**config.mk**
```make
export PLATFORM = sky130hd
export DESIGN_NAME = router_solicitation_retry_timer
export DESIGN_NICKNAME = d
export VERILOG_FILES = /design/src/rtl/rsrt_pkg.sv /design/src/rtl/rsrt_datapath.sv /design/src/rtl/rsrt_ctrl.sv /design/src/rtl/router_solicitation_retry_timer.sv
export SDC_FILE = /design/constraint.sdc
export NUM_CORES = 1
export LEC_CHECK = 0
export BUFFER_PORTS_ARGS = -buffer_cell sky130_fd_sc_hd__buf_4
export CAP_MARGIN = 15
export CORE_MARGIN = 2
export CORE_UTILIZATION = 60
export CTS_BUF_LIST = sky130_fd_sc_hd__clkbuf_4
export CTS_CLUSTER_DIAMETER = 120
export DETAILED_ROUTE_END_ITERATION = 7
export PLACE_DENSITY = 0.76
export SLEW_MARGIN = 20
export SYNTH_ARGS = -nofsm -noshare
export SYNTH_HDL_FRONTEND = slang
export SYNTH_SLANG_ARGS = --single-unit
```
**constraint.sdc**
```tcl
create_clock -name i_clk -period 9.6 [get_ports i_clk]
set_clock_uncertainty 0.05 [all_clocks]
set_input_delay 0.48 -clock i_clk [delete_from_list [all_inputs] [get_ports i_clk]]
set_output_delay 0.48 -clock i_clk [all_outputs]
set_load 0.01 [all_outputs]
```
**src/rtl/rsrt_pkg.sv**
```systemverilog
`default_nettype none
// ----------------------------------------------------------------------------
// Router solicitation retry timer package
// Shared types, register indexes, reset values and constants.
// ----------------------------------------------------------------------------
package rsrt_pkg;

    localparam int IFACE_SLOTS        = 4;
    localparam int NUM_INTERFACES_DEF = 4;
    localparam int CFG_IDX_W          = 8;
    localparam int CFG_DATA_W         = 16;
    localparam int DIV_STEPS          = 32;
    localparam int RECIP_SHIFT        = 19;

    localparam logic [15:0] RECIP_10 = 16'hCCCD;

    localparam logic [1:0] OP_TICK  = 2'd0;
    localparam logic [1:0] OP_START = 2'd1;
    localparam logic [1:0] OP_STOP  = 2'd2;

    localparam logic [CFG_IDX_W-1:0] REG_IFACE_ENABLE = 8'd0;
    localparam logic [CFG_IDX_W-1:0] REG_MAX_SOLICIT  = 8'd1;
    localparam logic [CFG_IDX_W-1:0] REG_INIT_IVL     = 8'd2;
    localparam logic [CFG_IDX_W-1:0] REG_MAX_IVL      = 8'd3;

    localparam logic [3:0]  RST_IFACE_ENABLE = 4'd0;
    localparam logic [7:0]  RST_MAX_SOLICIT  = 8'd3;
    localparam logic [15:0] RST_INIT_IVL     = 16'd4;
    localparam logic [15:0] RST_MAX_IVL      = 16'd3600;

    typedef struct packed {
        logic [1:0]  opcode;
        logic [1:0]  iface_sel;
        logic [15:0] start_delay;
        logic [31:0] random_value;
        logic [3:0]  send_blocked;
    } t_in_word;

    typedef struct packed {
        logic [1:0]  send_iface;
        logic        send_ok;
        logic [15:0] next_timer;
        logic        last_of_tick;
    } t_out_word;

    typedef struct packed {
        logic accept;
        logic next_idx;
        logic dec;
        logic upd;
        logic mul;
        logic div_init;
        logic div_step;
        logic fin;
        logic emit;
    } t_dp_cmd;

    typedef struct packed {
        logic is_tick;
        logic act;
        logic expire;
        logic hold;
        logic div_last;
        logic last_idx;
        logic out_free;
    } t_dp_status;

endpackage
`default_nettype wire

```
**src/rtl/rsrt_datapath.sv**
```systemverilog
`default_nettype none
// ----------------------------------------------------------------------------
// Router solicitation retry timer datapath
// Per-interface timer state, configuration registers, jitter unit with a
// serial remainder, and the output word register.
// ----------------------------------------------------------------------------
module rsrt_datapath #(
    parameter int NUM_INTERFACES = rsrt_pkg::NUM_INTERFACES_DEF
) (
    input  wire                                i_clk,
    input  wire                                i_rst_n,
    input  rsrt_pkg::t_dp_cmd                  i_cmd,
    output rsrt_pkg::t_dp_status               o_status,
    input  rsrt_pkg::t_in_word                 i_data,
    input  wire                                i_cfg_valid,
    input  wire [rsrt_pkg::CFG_IDX_W-1:0]      i_cfg_index,
    input  wire [rsrt_pkg::CFG_DATA_W-1:0]     i_cfg_data,
    output logic                               o_valid,
    input  wire                                i_ready,
    output rsrt_pkg::t_out_word                o_data
);

    localparam int NIF = (NUM_INTERFACES < rsrt_pkg::IFACE_SLOTS) ?
                         NUM_INTERFACES : rsrt_pkg::IFACE_SLOTS;
    localparam logic [1:0] LAST_IDX = 2'(NIF - 1);

    logic [3:0]  r_en;
    logic [7:0]  r_maxsol;
    logic [15:0] r_init;
    logic [15:0] r_maxivl;

    logic [15:0] r_cd  [NIF];
    logic [7:0]  r_rc  [NIF];
    logic [15:0] r_ivl [NIF];

    logic [1:0]  r_idx;
    logic [31:0] r_rnd;
    logic [3:0]  r_blk;
    logic [3:0]  r_mask;
    logic        r_ok;
    logic [15:0] r_jiv;
    logic [12:0] r_spread;
    logic [13:0] r_mod;
    logic [13:0] r_rem;
    logic [31:0] r_dvd;
    logic [4:0]  r_cnt;
    logic [15:0] r_next;
    logic        r_out_valid;
    rsrt_pkg::t_out_word r_out;

    logic [15:0] cur_cd;
    logic [7:0]  cur_rc;
    logic [15:0] cur_ivl;
    logic [15:0] cd_dec;
    logic [16:0] dbl;
    logic [15:0] dbl_clamp;
    logic [15:0] new_ivl;
    logic [7:0]  new_rc;
    logic [31:0] prod;
    logic [14:0] trial;
    logic [13:0] rem_n;
    logic [16:0] jsum;
    logic [15:0] jval;
    logic [3:0]  mask_now;
    logic        last;
    logic        out_free;

    always_comb begin
        cur_cd  = '0;
        cur_rc  = '0;
        cur_ivl = '0;
        for (int j = 0; j < NIF; j++) begin
            if (r_idx == 2'(j)) begin
                cur_cd  = r_cd[j];
                cur_rc  = r_rc[j];
                cur_ivl = r_ivl[j];
            end
        end
    end

    always_comb begin
        mask_now = '0;
        for (int j = 0; j < NIF; j++) begin
            mask_now[j] = r_en[j] && (r_rc[j] != 8'd0) && (r_cd[j] == 16'd1);
        end
        last = 1'b1;
        for (int j = 0; j < rsrt_pkg::IFACE_SLOTS; j++) begin
            if ((3'(j) > {1'b0, r_idx}) && r_mask[j]) begin
                last = 1'b0;
            end
        end
    end

    assign cd_dec    = cur_cd - 16'd1;
    assign dbl       = {cur_ivl, 1'b0};
    assign dbl_clamp = (dbl > {1'b0, r_maxivl}) ? r_maxivl : dbl[15:0];
    assign new_ivl   = (cur_rc > 8'd1) ? cur_ivl : dbl_clamp;
    assign new_rc    = (cur_rc > 8'd1) ? cur_rc - 8'd1 : cur_rc;

    assign prod  = {16'd0, r_jiv} * {16'd0, rsrt_pkg::RECIP_10};
    assign trial = {r_rem, r_dvd[31]};
    assign rem_n = (trial >= {1'b0, r_mod}) ? 14'(trial - {1'b0, r_mod}) : trial[13:0];
    assign jsum  = {1'b0, r_jiv} - {4'd0, r_spread} + {3'd0, r_rem};

    always_comb begin
        jval = jsum[16] ? 16'hFFFF : jsum[15:0];
        if (jval == 16'd0) begin
            jval = 16'd1;
        end
    end

    assign out_free = !r_out_valid || i_ready;

    assign o_status.is_tick  = (i_data.opcode == rsrt_pkg::OP_TICK);
    assign o_status.act      = r_en[r_idx] && (cur_rc != 8'd0);
    assign o_status.expire   = (cur_cd == 16'd1);
    assign o_status.hold     = r_blk[r_idx] && (cur_rc == r_maxsol);
    assign o_status.div_last = (r_cnt == 5'(rsrt_pkg::DIV_STEPS - 1));
    assign o_status.last_idx = (r_idx == LAST_IDX);
    assign o_status.out_free = out_free;

    always_ff @(posedge i_clk) begin
        if (!i_rst_n) begin
            r_en     <= rsrt_pkg::RST_IFACE_ENABLE;
            r_maxsol <= rsrt_pkg::RST_MAX_SOLICIT;
            r_init   <= rsrt_pkg::RST_INIT_IVL;
            r_maxivl <= rsrt_pkg::RST_MAX_IVL;
        end else if (i_cfg_valid) begin
            unique case (i_cfg_index)
                rsrt_pkg::REG_IFACE_ENABLE: r_en     <= i_cfg_data[3:0];
                rsrt_pkg::REG_MAX_SOLICIT:  r_maxsol <= i_cfg_data[7:0];
                rsrt_pkg::REG_INIT_IVL:     r_init   <= i_cfg_data;
                rsrt_pkg::REG_MAX_IVL:      r_maxivl <= i_cfg_data;
                default: ;
            endcase
        end
    end

    always_ff @(posedge i_clk) begin
        if (!i_rst_n) begin
            for (int j = 0; j < NIF; j++) begin
                r_cd[j]  <= '0;
                r_rc[j]  <= '0;
                r_ivl[j] <= '0;
            end
        end else begin
            for (int j = 0; j < NIF; j++) begin
                if (i_cmd.accept && i_data.iface_sel == 2'(j)) begin
                    if (i_data.opcode == rsrt_pkg::OP_START) begin
                        r_rc[j]  <= r_maxsol;
                        r_ivl[j] <= r_init;
                        r_cd[j]  <= (i_data.start_delay == 16'd0) ? 16'd1 :
                                    i_data.start_delay;
                    end else if (i_data.opcode == rsrt_pkg::OP_STOP) begin
                        r_rc[j] <= 8'd0;
                    end
                end
                if (r_idx == 2'(j)) begin
                    if (i_cmd.dec) begin
                        r_cd[j] <= cd_dec;
                    end
                    if (i_cmd.upd && !o_status.hold) begin
                        r_rc[j]  <= new_rc;
                        r_ivl[j] <= new_ivl;
                    end
                    if (i_cmd.emit) begin
                        r_cd[j] <= r_next;
                    end
                end
            end
        end
    end

    always_ff @(posedge i_clk) begin
        if (!i_rst_n) begin
            r_idx       <= '0;
            r_cnt       <= '0;
            r_out_valid <= 1'b0;
        end else begin
            if (i_cmd.accept) begin
                r_idx <= '0;
            end else if (i_cmd.next_idx) begin
                r_idx <= r_idx + 2'd1;
            end
            if (i_cmd.div_init) begin
                r_cnt <= '0;
            end else if (i_cmd.div_step) begin
                r_cnt <= r_cnt + 5'd1;
            end
            if (i_cmd.emit) begin
                r_out_valid <= 1'b1;
            end else if (i_ready) begin
                r_out_valid <= 1'b0;
            end
        end
    end

    always_ff @(posedge i_clk) begin
        if (i_cmd.accept) begin
            r_rnd  <= i_data.random_value;
            r_blk  <= i_data.send_blocked;
            r_mask <= mask_now;
        end
        if (i_cmd.upd) begin
            r_ok <= !r_blk[r_idx];
            if (o_status.hold) begin
                r_next <= 16'd1;
            end else begin
                r_jiv <= new_ivl;
            end
        end
        if (i_cmd.mul) begin
            r_spread <= 13'(prod >> rsrt_pkg::RECIP_SHIFT);
        end
        if (i_cmd.div_init) begin
            r_mod <= {r_spread, 1'b1};
            r_rem <= '0;
            r_dvd <= r_rnd;
        end else if (i_cmd.div_step) begin
            r_rem <= rem_n;
            r_dvd <= {r_dvd[30:0], 1'b0};
        end
        if (i_cmd.fin) begin
            r_next <= jval;
        end
        if (i_cmd.emit) begin
            r_out.send_iface   <= r_idx;
            r_out.send_ok      <= r_ok;
            r_out.next_timer   <= r_next;
            r_out.last_of_tick <= last;
        end
    end

    assign o_valid = r_out_valid;
    assign o_data  = r_out;

endmodule
`default_nettype wire

```
**src/rtl/rsrt_ctrl.sv**
```systemverilog
`default_nettype none
// ----------------------------------------------------------------------------
// Router solicitation retry timer controller
// Sequences the interface scan of a tick and the jitter computation.
// ----------------------------------------------------------------------------
module rsrt_ctrl (
    input  wire                     i_clk,
    input  wire                     i_rst_n,
    input  wire                     i_valid,
    output logic                    o_ready,
    input  rsrt_pkg::t_dp_status    i_status,
    output rsrt_pkg::t_dp_cmd       o_cmd
);

    typedef enum logic [6:0] {
        ST_IDLE = 7'b0000001,
        ST_EVAL = 7'b0000010,
        ST_MUL  = 7'b0000100,
        ST_DIVI = 7'b0001000,
        ST_DIV  = 7'b0010000,
        ST_FIN  = 7'b0100000,
        ST_EMIT = 7'b1000000
    } t_state;

    t_state r_state;
    t_state n_state;

    always_comb begin
        n_state = r_state;
        o_cmd   = '0;
        unique case (r_state)
            ST_IDLE: begin
                if (i_valid) begin
                    o_cmd.accept = 1'b1;
                    if (i_status.is_tick) begin
                        n_state = ST_EVAL;
                    end
                end
            end
            ST_EVAL: begin
                if (i_status.act && i_status.expire) begin
                    o_cmd.upd = 1'b1;
                    n_state   = i_status.hold ? ST_EMIT : ST_MUL;
                end else begin
                    o_cmd.dec = i_status.act;
                    if (i_status.last_idx) begin
                        n_state = ST_IDLE;
                    end else begin
                        o_cmd.next_idx = 1'b1;
                    end
                end
            end
            ST_MUL: begin
                o_cmd.mul = 1'b1;
                n_state   = ST_DIVI;
            end
            ST_DIVI: begin
                o_cmd.div_init = 1'b1;
                n_state        = ST_DIV;
            end
            ST_DIV: begin
                o_cmd.div_step = 1'b1;
                if (i_status.div_last) begin
                    n_state = ST_FIN;
                end
            end
            ST_FIN: begin
                o_cmd.fin = 1'b1;
                n_state   = ST_EMIT;
            end
            ST_EMIT: begin
                if (i_status.out_free) begin
                    o_cmd.emit = 1'b1;
                    if (i_status.last_idx) begin
                        n_state = ST_IDLE;
                    end else begin
                        o_cmd.next_idx = 1'b1;
                        n_state        = ST_EVAL;
                    end
                end
            end
            default: n_state = ST_IDLE;
        endcase
    end

    always_ff @(posedge i_clk) begin
        if (!i_rst_n) begin
            r_state <= ST_IDLE;
        end else begin
            r_state <= n_state;
        end
    end

    assign o_ready = (r_state == ST_IDLE);

endmodule
`default_nettype wire

```
**src/rtl/router_solicitation_retry_timer.sv**
```systemverilog
`default_nettype none
// ----------------------------------------------------------------------------
// Router solicitation retry timer
// Per-interface solicitation scheduler with interval backoff and jitter.
// ----------------------------------------------------------------------------
// Start, stop and unknown words stay in ST_IDLE; a tick word moves to ST_EVAL,
// which scans the interfaces in turn. An interface that does not expire needs
// only ST_EVAL; an expiring interface whose send is blocked while its count
// equals the maximum goes straight to ST_EMIT; any other one passes ST_MUL,
// ST_DIVI, ST_DIV and ST_FIN, the jitter remainder unit retiring one bit of
// the 32-bit random word per cycle. ST_EMIT waits until the output register is
// free. Each expiring interface yields one output word, in ascending interface
// order, with last_of_tick set on the final one. The output register lets the
// next input word be taken while the last result still waits. Configuration
// is always ready and must only be written while the block is idle.
module router_solicitation_retry_timer #(
    parameter int NUM_INTERFACES = rsrt_pkg::NUM_INTERFACES_DEF
) (
    input  wire                                i_clk,
    input  wire                                i_rst_n,
    input  wire                                i_valid,
    output logic                               o_ready,
    input  rsrt_pkg::t_in_word                 i_data,
    output logic                               o_valid,
    input  wire                                i_ready,
    output rsrt_pkg::t_out_word                o_data,
    input  wire                                i_cfg_valid,
    output logic                               o_cfg_ready,
    input  wire [rsrt_pkg::CFG_IDX_W-1:0]      i_cfg_index,
    input  wire [rsrt_pkg::CFG_DATA_W-1:0]     i_cfg_data
);

    rsrt_pkg::t_dp_cmd    cmd;
    rsrt_pkg::t_dp_status status;

    rsrt_ctrl u_ctrl (
        .i_clk    (i_clk),
        .i_rst_n  (i_rst_n),
        .i_valid  (i_valid),
        .o_ready  (o_ready),
        .i_status (status),
        .o_cmd    (cmd)
    );

    rsrt_datapath #(
        .NUM_INTERFACES (NUM_INTERFACES)
    ) u_datapath (
        .i_clk       (i_clk),
        .i_rst_n     (i_rst_n),
        .i_cmd       (cmd),
        .o_status    (status),
        .i_data      (i_data),
        .i_cfg_valid (i_cfg_valid),
        .i_cfg_index (i_cfg_index),
        .i_cfg_data  (i_cfg_data),
        .o_valid     (o_valid),
        .i_ready     (i_ready),
        .o_data      (o_data)
    );

    assign o_cfg_ready = 1'b1;

endmodule
`default_nettype wire

```
-- Word-level counts from Yosys, hierarchy flattened
Memory sizes are Yosys's and may differ from the RTL's.
Index checks and enable logic that the tools add are counted.
W data, S select, Z words.
- output and inout bits: 23
- memory bits (read-only): 0
- input port bits: 85
- word-level logic and storage cells: 305
- bits in writable memories: 160
- register bits: 224
- bits in latches: 0
- memories kept: 3
- add/subtract/negate cells: 7
- bitwise gates (word level): 34
- equality and inequality tests: 30
- order comparisons: 7
- mux-type cells: 153
- reduce and logical (&&, ||, !) cells: 48
- shifts and indexed selects: 0
- div/mod/pow operators: 0
- multiply operators: 1
- memories (memory ; words ; bits a word ; rd ports ; clocked after Yosys merged registers in ; write ports ; line ; RTL):
    u_datapath.r_cd ; 4 ; 16 ; 4 ; 0 ; 4 ; rsrt_datapath.sv:32 ; logic [15:0] r_cd [NIF];
    u_datapath.r_ivl ; 4 ; 16 ; 4 ; 0 ; 4 ; rsrt_datapath.sv:34 ; logic [15:0] r_ivl [NIF];
    u_datapath.r_rc ; 4 ; 8 ; 4 ; 0 ; 4 ; rsrt_datapath.sv:33 ; logic [7:0] r_rc [NIF];
- operator list (operator ; number):
    $mux W16 ; 36
    $mux W8 ; 17
    $mux W1 ; 83
    $eq A16 B1 Y1 const B ; 5
    $mux W32 ; 2
    $mux W7 ; 7
    $pmux W7 S7 ; 1
    $reduce_bool A8 Y1 ; 5
    $logic_not A16 Y1 ; 2
    $mul A16 B16 Y32 const B ; 1
    $or A1 B1 Y1 ; 32
    $logic_and A1 B1 Y1 ; 19
    $add A17 B14 Y17 ; 1
    $gt A17 B16 Y1 ; 1
    $sub A16 B13 Y17 ; 1
    $eq A8 B2 Y1 const B ; 2
    $sub A16 B1 Y16 const B ; 1
    $ge A15 B14 Y1 ; 1
    $mux W14 ; 1
    $sub A14 B14 Y14 ; 1
    $reduce_and A2 Y1 ; 6
    $eq A2 B2 Y1 const B ; 5
    $eq A8 B1 Y1 const B ; 1
    $eq A8 B8 Y1 ; 1
    other kinds (30) ; 48

-- Longest topological paths before layout
- word-level depth: 16
- gate-level depth with buffers: 21
- gate-level depth less buffers: 20

-- By module
Synthesis repeated with hierarchy kept, for this count alone.
- cell total of the unflattened synthesis: 2379
- area, all modules: 25509.5 um^2
- modules (own cells, without submodules) (module ; instances ; area an instance (um^2) ; cells each ; sequential area each (um^2)):
    rsrt_datapath ; 1 ; 25042.8 ; 2323 ; 10630.2
    rsrt_ctrl ; 1 ; 455.4 ; 54 ; 140.1
    router_solicitation_retry_timer ; 1 ; 11.3 ; 2 ; 0.0

-- Worst setup path after synthesis
OpenSTA, ideal clock, no wires.
- path kind: reg-to-reg
- from: reg u_datapath.r_jiv[4]
- to: reg u_datapath.r_spread[7] (data pin)
- library setup time: 0.262 ns
- data required time: 9.288 ns
- clock period less this slack: 5.444 ns
- cell stages (with the launch flop): 20
- buffers on the path: 0
- setup slack: 4.156 ns
- data arrival time: 5.132 ns
- path through: edfxtp_1 > ha_1 > xor2_1 > ha_1 > fa_1 > inv_1 > fa_1 > inv_1 > fa_1 > inv_1 > fa_1 > inv_1 > ha_1 > o21ai_0 > or3_1 > a21oi_1 > or3_1 > a31oi_1 > o21bai_1 > xor2_1
- cells in the longest elaborated chain, start to end: 1
- RTL lines (item ; line ; RTL):
    start, declared ; rsrt_datapath.sv:41 ; logic [15:0] r_jiv;
    start signal, assigned ; rsrt_datapath.sv:209 ; r_jiv <= new_ivl;
    $mul A16 B16 Y32 ; rsrt_datapath.sv:100 ; assign prod = {16'd0, r_jiv} * {16'd0, rsrt_pkg::RECIP_10};
    named net u_datapath.prod[26] ; rsrt_datapath.sv:59 ; logic [31:0] prod;
    end signal, assigned ; rsrt_datapath.sv:213 ; r_spread <= 13'(prod >> rsrt_pkg::RECIP_SHIFT);
    end, declared ; rsrt_datapath.sv:42 ; logic [12:0] r_spread;
The timed path passes the listed nets, and every way through them passes these cells.
A chain may end at the register's enable or synchronous reset.

-- Final worst setup path
- from: reg u_datapath.r_jiv[14]
- to: reg u_datapath.r_spread[7] (data pin)
The elaborated chain is that of the path after synthesis.

==> results.toml <==
[clocking]
cts_root_buf = "clkbuf_4"
h-tree-depth = 3
clk_latency_ns = 0.91
cts_setup_buffers = 0
clk_pin_slew_worst_paths_ns = 0.07
cts_buffers = 99
cts_tree = "built"
cts_sinks = 383
clk_path_buf_depth = 3

[detailed_routing]
vias = 19320
wl_per_cell_um = 22.69
drtPass1Iterations = 7
drc_errors = 0
vias_per_cell = 6.257
drtAntennaViolNets = 0
top_layer = "met4"
finalWirelength_um = 70030
dr_wl_met3_um = 6897
drt_iter0_drc = 2068
dr_wl_met2_um = 32300
drt-met1-wl_um = 27180

[timing]
period_minus_slack_ns = 6.052
max-slew-margin-rel_pct = 26.39
setup_violations = 0
hold_viol = 0
grt_setup_unrepaired = "false"
slew_violations = 0
tns_ns = 0
max_freq_mhz = 165.2
tightest_slew_ns = 1.104
min_period_over_period_pct = 63.04

[logic_synthesis]
avgSynthCellArea_um2 = 10.68
syn_inst = 2257
synth_top_area_share_pct = 38.62
yosys.area.top_type = "edfxtp_1"
ys_top_cells_by_area = "edfxtp_1 39%, ha_1 9.8%, fa_1 7.7%"
yosys_warnings = 0
synth_async_sr_flop_share_pct = 0
synth_edf_count = 310
synth_seq_cells = 383
synthesis.area_mm2 = 0.02410
yosysSeqAreaShare_pct = 44.68
synthFlopType = "edfxtp_1"
syn-num-nets = 2624
ys_types = 81

[placement]
detailed_place_hpwl_um = 48490
gp_congestion = 0.9780
dpl_cell_area_mm2 = 0.02538
portBuffers = 106
placedCellCount = 2823

[die]
die_w_um = 204.4
die_height_um = 204.4
placeableCoreArea_mm2 = 0.03973
io_pins = 108
dieArea_mm2 = 0.04179
rows = 73
floorplan.initialDensity_pct = 60.67

[layout]
final_common_cell = "edfxtp_1"
stdcell_area_mm2 = 0.02757
final_cell_mix = "310 x edfxtp_1, 276 x inv_1, 239 x nand2_1, 189 x ha_1, 144 x clkbuf_4"
drive_above_1_share_pct = 12.92
area_growth_pct = 14.38
instances_no_fill = 3087
nets = 2842

[critical_path]
cp.required_ns = 10.16
cp_data_arrival_time_ns = 6.62
critPathLaunchType = "flip-flop"
crit_type = "reg2reg"
path_max_fanout = 7
end_kind = "flip-flop"

[power]
cellLeakagePower_nw = 12.05
peakVddDrop_uv = 114.7
power.density_mw_per_mm2 = 174.2

[grt]
grt_pass1_vias = 19480
track_usage_pct = 33.90
grt_max_degree = 54
antenna_found_initial = 1
overflow = 0
grt_pass1_wl_um = 107800

[run_status]
status = "complete, no violations"

[run]
drv_cap = 0

[worst_hold_path]
hp-class = "in2reg"
## cell families (layout without fill, tap and decap cells)
logic type / Yosys count / in the layout / share of synthesized area, %
buffers and inverters: 372 / 676 / 6.073
other: 1 / 2 / 0.01556
flip-flops: 383 / 383 / 44.68
XOR/XNOR: 70 / 70 / 2.543
AO/OA/AOI/OAI: 519 / 519 / 15.13
multiplexers: 73 / 73 / 3.094
adder cells (fa/ha/maj): 282 / 282 / 17.53
AND/OR/NAND/NOR: 557 / 557 / 10.93
## layer usage
metal / up-vias / track usage (%)
li1: 8661 / -
met1: 9262 / 43.30
met2: 1140 / 54.44
met3: 252 / 7.223
met4: 0 / 17.78
met5: - / 0
## metrics by stage
step | total power, mW | util [%] | hold WS, ns | worst slack (ns)
floorplan | 2.885 | - | 0.3503 | 4.156
global placement | 3.186 | 63.89 | 0.3553 | 3.600
detailed placement | 3.221 | 63.89 | 0.3556 | 3.541
CTS | 4.779 | 69.33 | 0.06656 | 3.562
global route | 5.015 | 69.39 | 0.03888 | 3.250
finish | 4.803 | 69.39 | 0.03907 | 3.548
## state kept, by name, summed over array words and instances, names as in the netlist
name,flops
u_datapath.r_idx,2
u_datapath.r_rc,32
u_datapath.r_ok,1
u_datapath.r_dvd,32
u_datapath.r_maxsol,8
u_datapath.r_en,4
u_datapath.r_cnt,5
u_datapath.r_cd,64
u_datapath.r_next,16
u_datapath.r_jiv,16
u_datapath.r_rnd,32
u_datapath.r_blk,4
u_datapath.r_rem,14
u_datapath.r_init,16
u_datapath.r_mod,13
u_datapath.r_mask,3
u_ctrl.r_state,7
u_datapath.r_maxivl,16
u_datapath.r_ivl,64
u_datapath.o_data,20
u_datapath.o_valid,1
u_datapath.r_spread,13
## power by group
| part | total, mW | internal (mW) | switching [mW] |
|---|---|---|---|
| sequential | 2.02 | 1.95 | 0.0765 |
| clock | 1.55 | 0.832 | 0.721 |
| combinational | 1.23 | 0.477 | 0.752 |
| total | 4.80 | 3.25 | 1.55 |
## path summary, 6_finish.rpt
check | start | to | slack (ns) | cells past startpoint
setup reg to reg | u_datapath.r_jiv[14] | u_datapath.r_spread[7] | 3.55 | 20
hold reg to reg | u_datapath.r_ok | u_datapath.o_data[17] | 0.38 | 0
hold / removal | i_cfg_index[1] | u_datapath.r_en[3] | 0.04 | 4
setup / recovery | u_datapath.r_jiv[14] | u_datapath.r_spread[7] | 3.55 | 20
## area by class of cell
class / instances / area, µm²
antenna: 1 / 2.502
multi-input combinational: 1502 / 11930
inverter: 280 / 1051
tap: 525 / 656.9
timing repair buffer: 209 / 1759
clock buffer: 144 / 1081
sequential: 383 / 10770
clock inverter: 43 / 320.3
fill: 2947 / 12160
## synth_stat cells (43+ instances only)
| cell | number |
|---|---|
| nor2_1 | 113 |
| ha_1 | 189 |
| edfxtp_1 | 310 |
| nand2_1 | 240 |
| a22o_1 | 90 |
| inv_1 | 277 |
| a21oi_1 | 75 |
| o21ai_0 | 87 |
| mux2i_1 | 70 |
| dfxtp_1 | 73 |
| clkbuf_1 | 64 |
| fa_1 | 93 |
| xnor2_1 | 43 |
## worst max-delay path, stage by stage (launching register included)
cell and delay, ns:
edfxtp_1 0.68, inv_1 0.20, ha_1 0.37, inv_1 0.29, ha_1 0.22, inv_1 0.05
fa_1 0.47, inv_1 0.05, fa_1 0.38, fa_1 0.51, inv_1 0.05, fa_1 0.54
inv_1 0.06, ha_1 0.35, o21ai_0 0.33, or3_1 0.18, a21oi_1 0.06, or3_1 0.45
a31oi_1 0.27, o21bai_1 0.11, xor2_1 0.16
## what timing repair did
item | CTS | global route
gates resized for setup | 0 | 0
hold endpoints to repair | 139 | 0
hold buffers | 76 | 0
No activity file was read; power rests on OpenSTA's default activity.
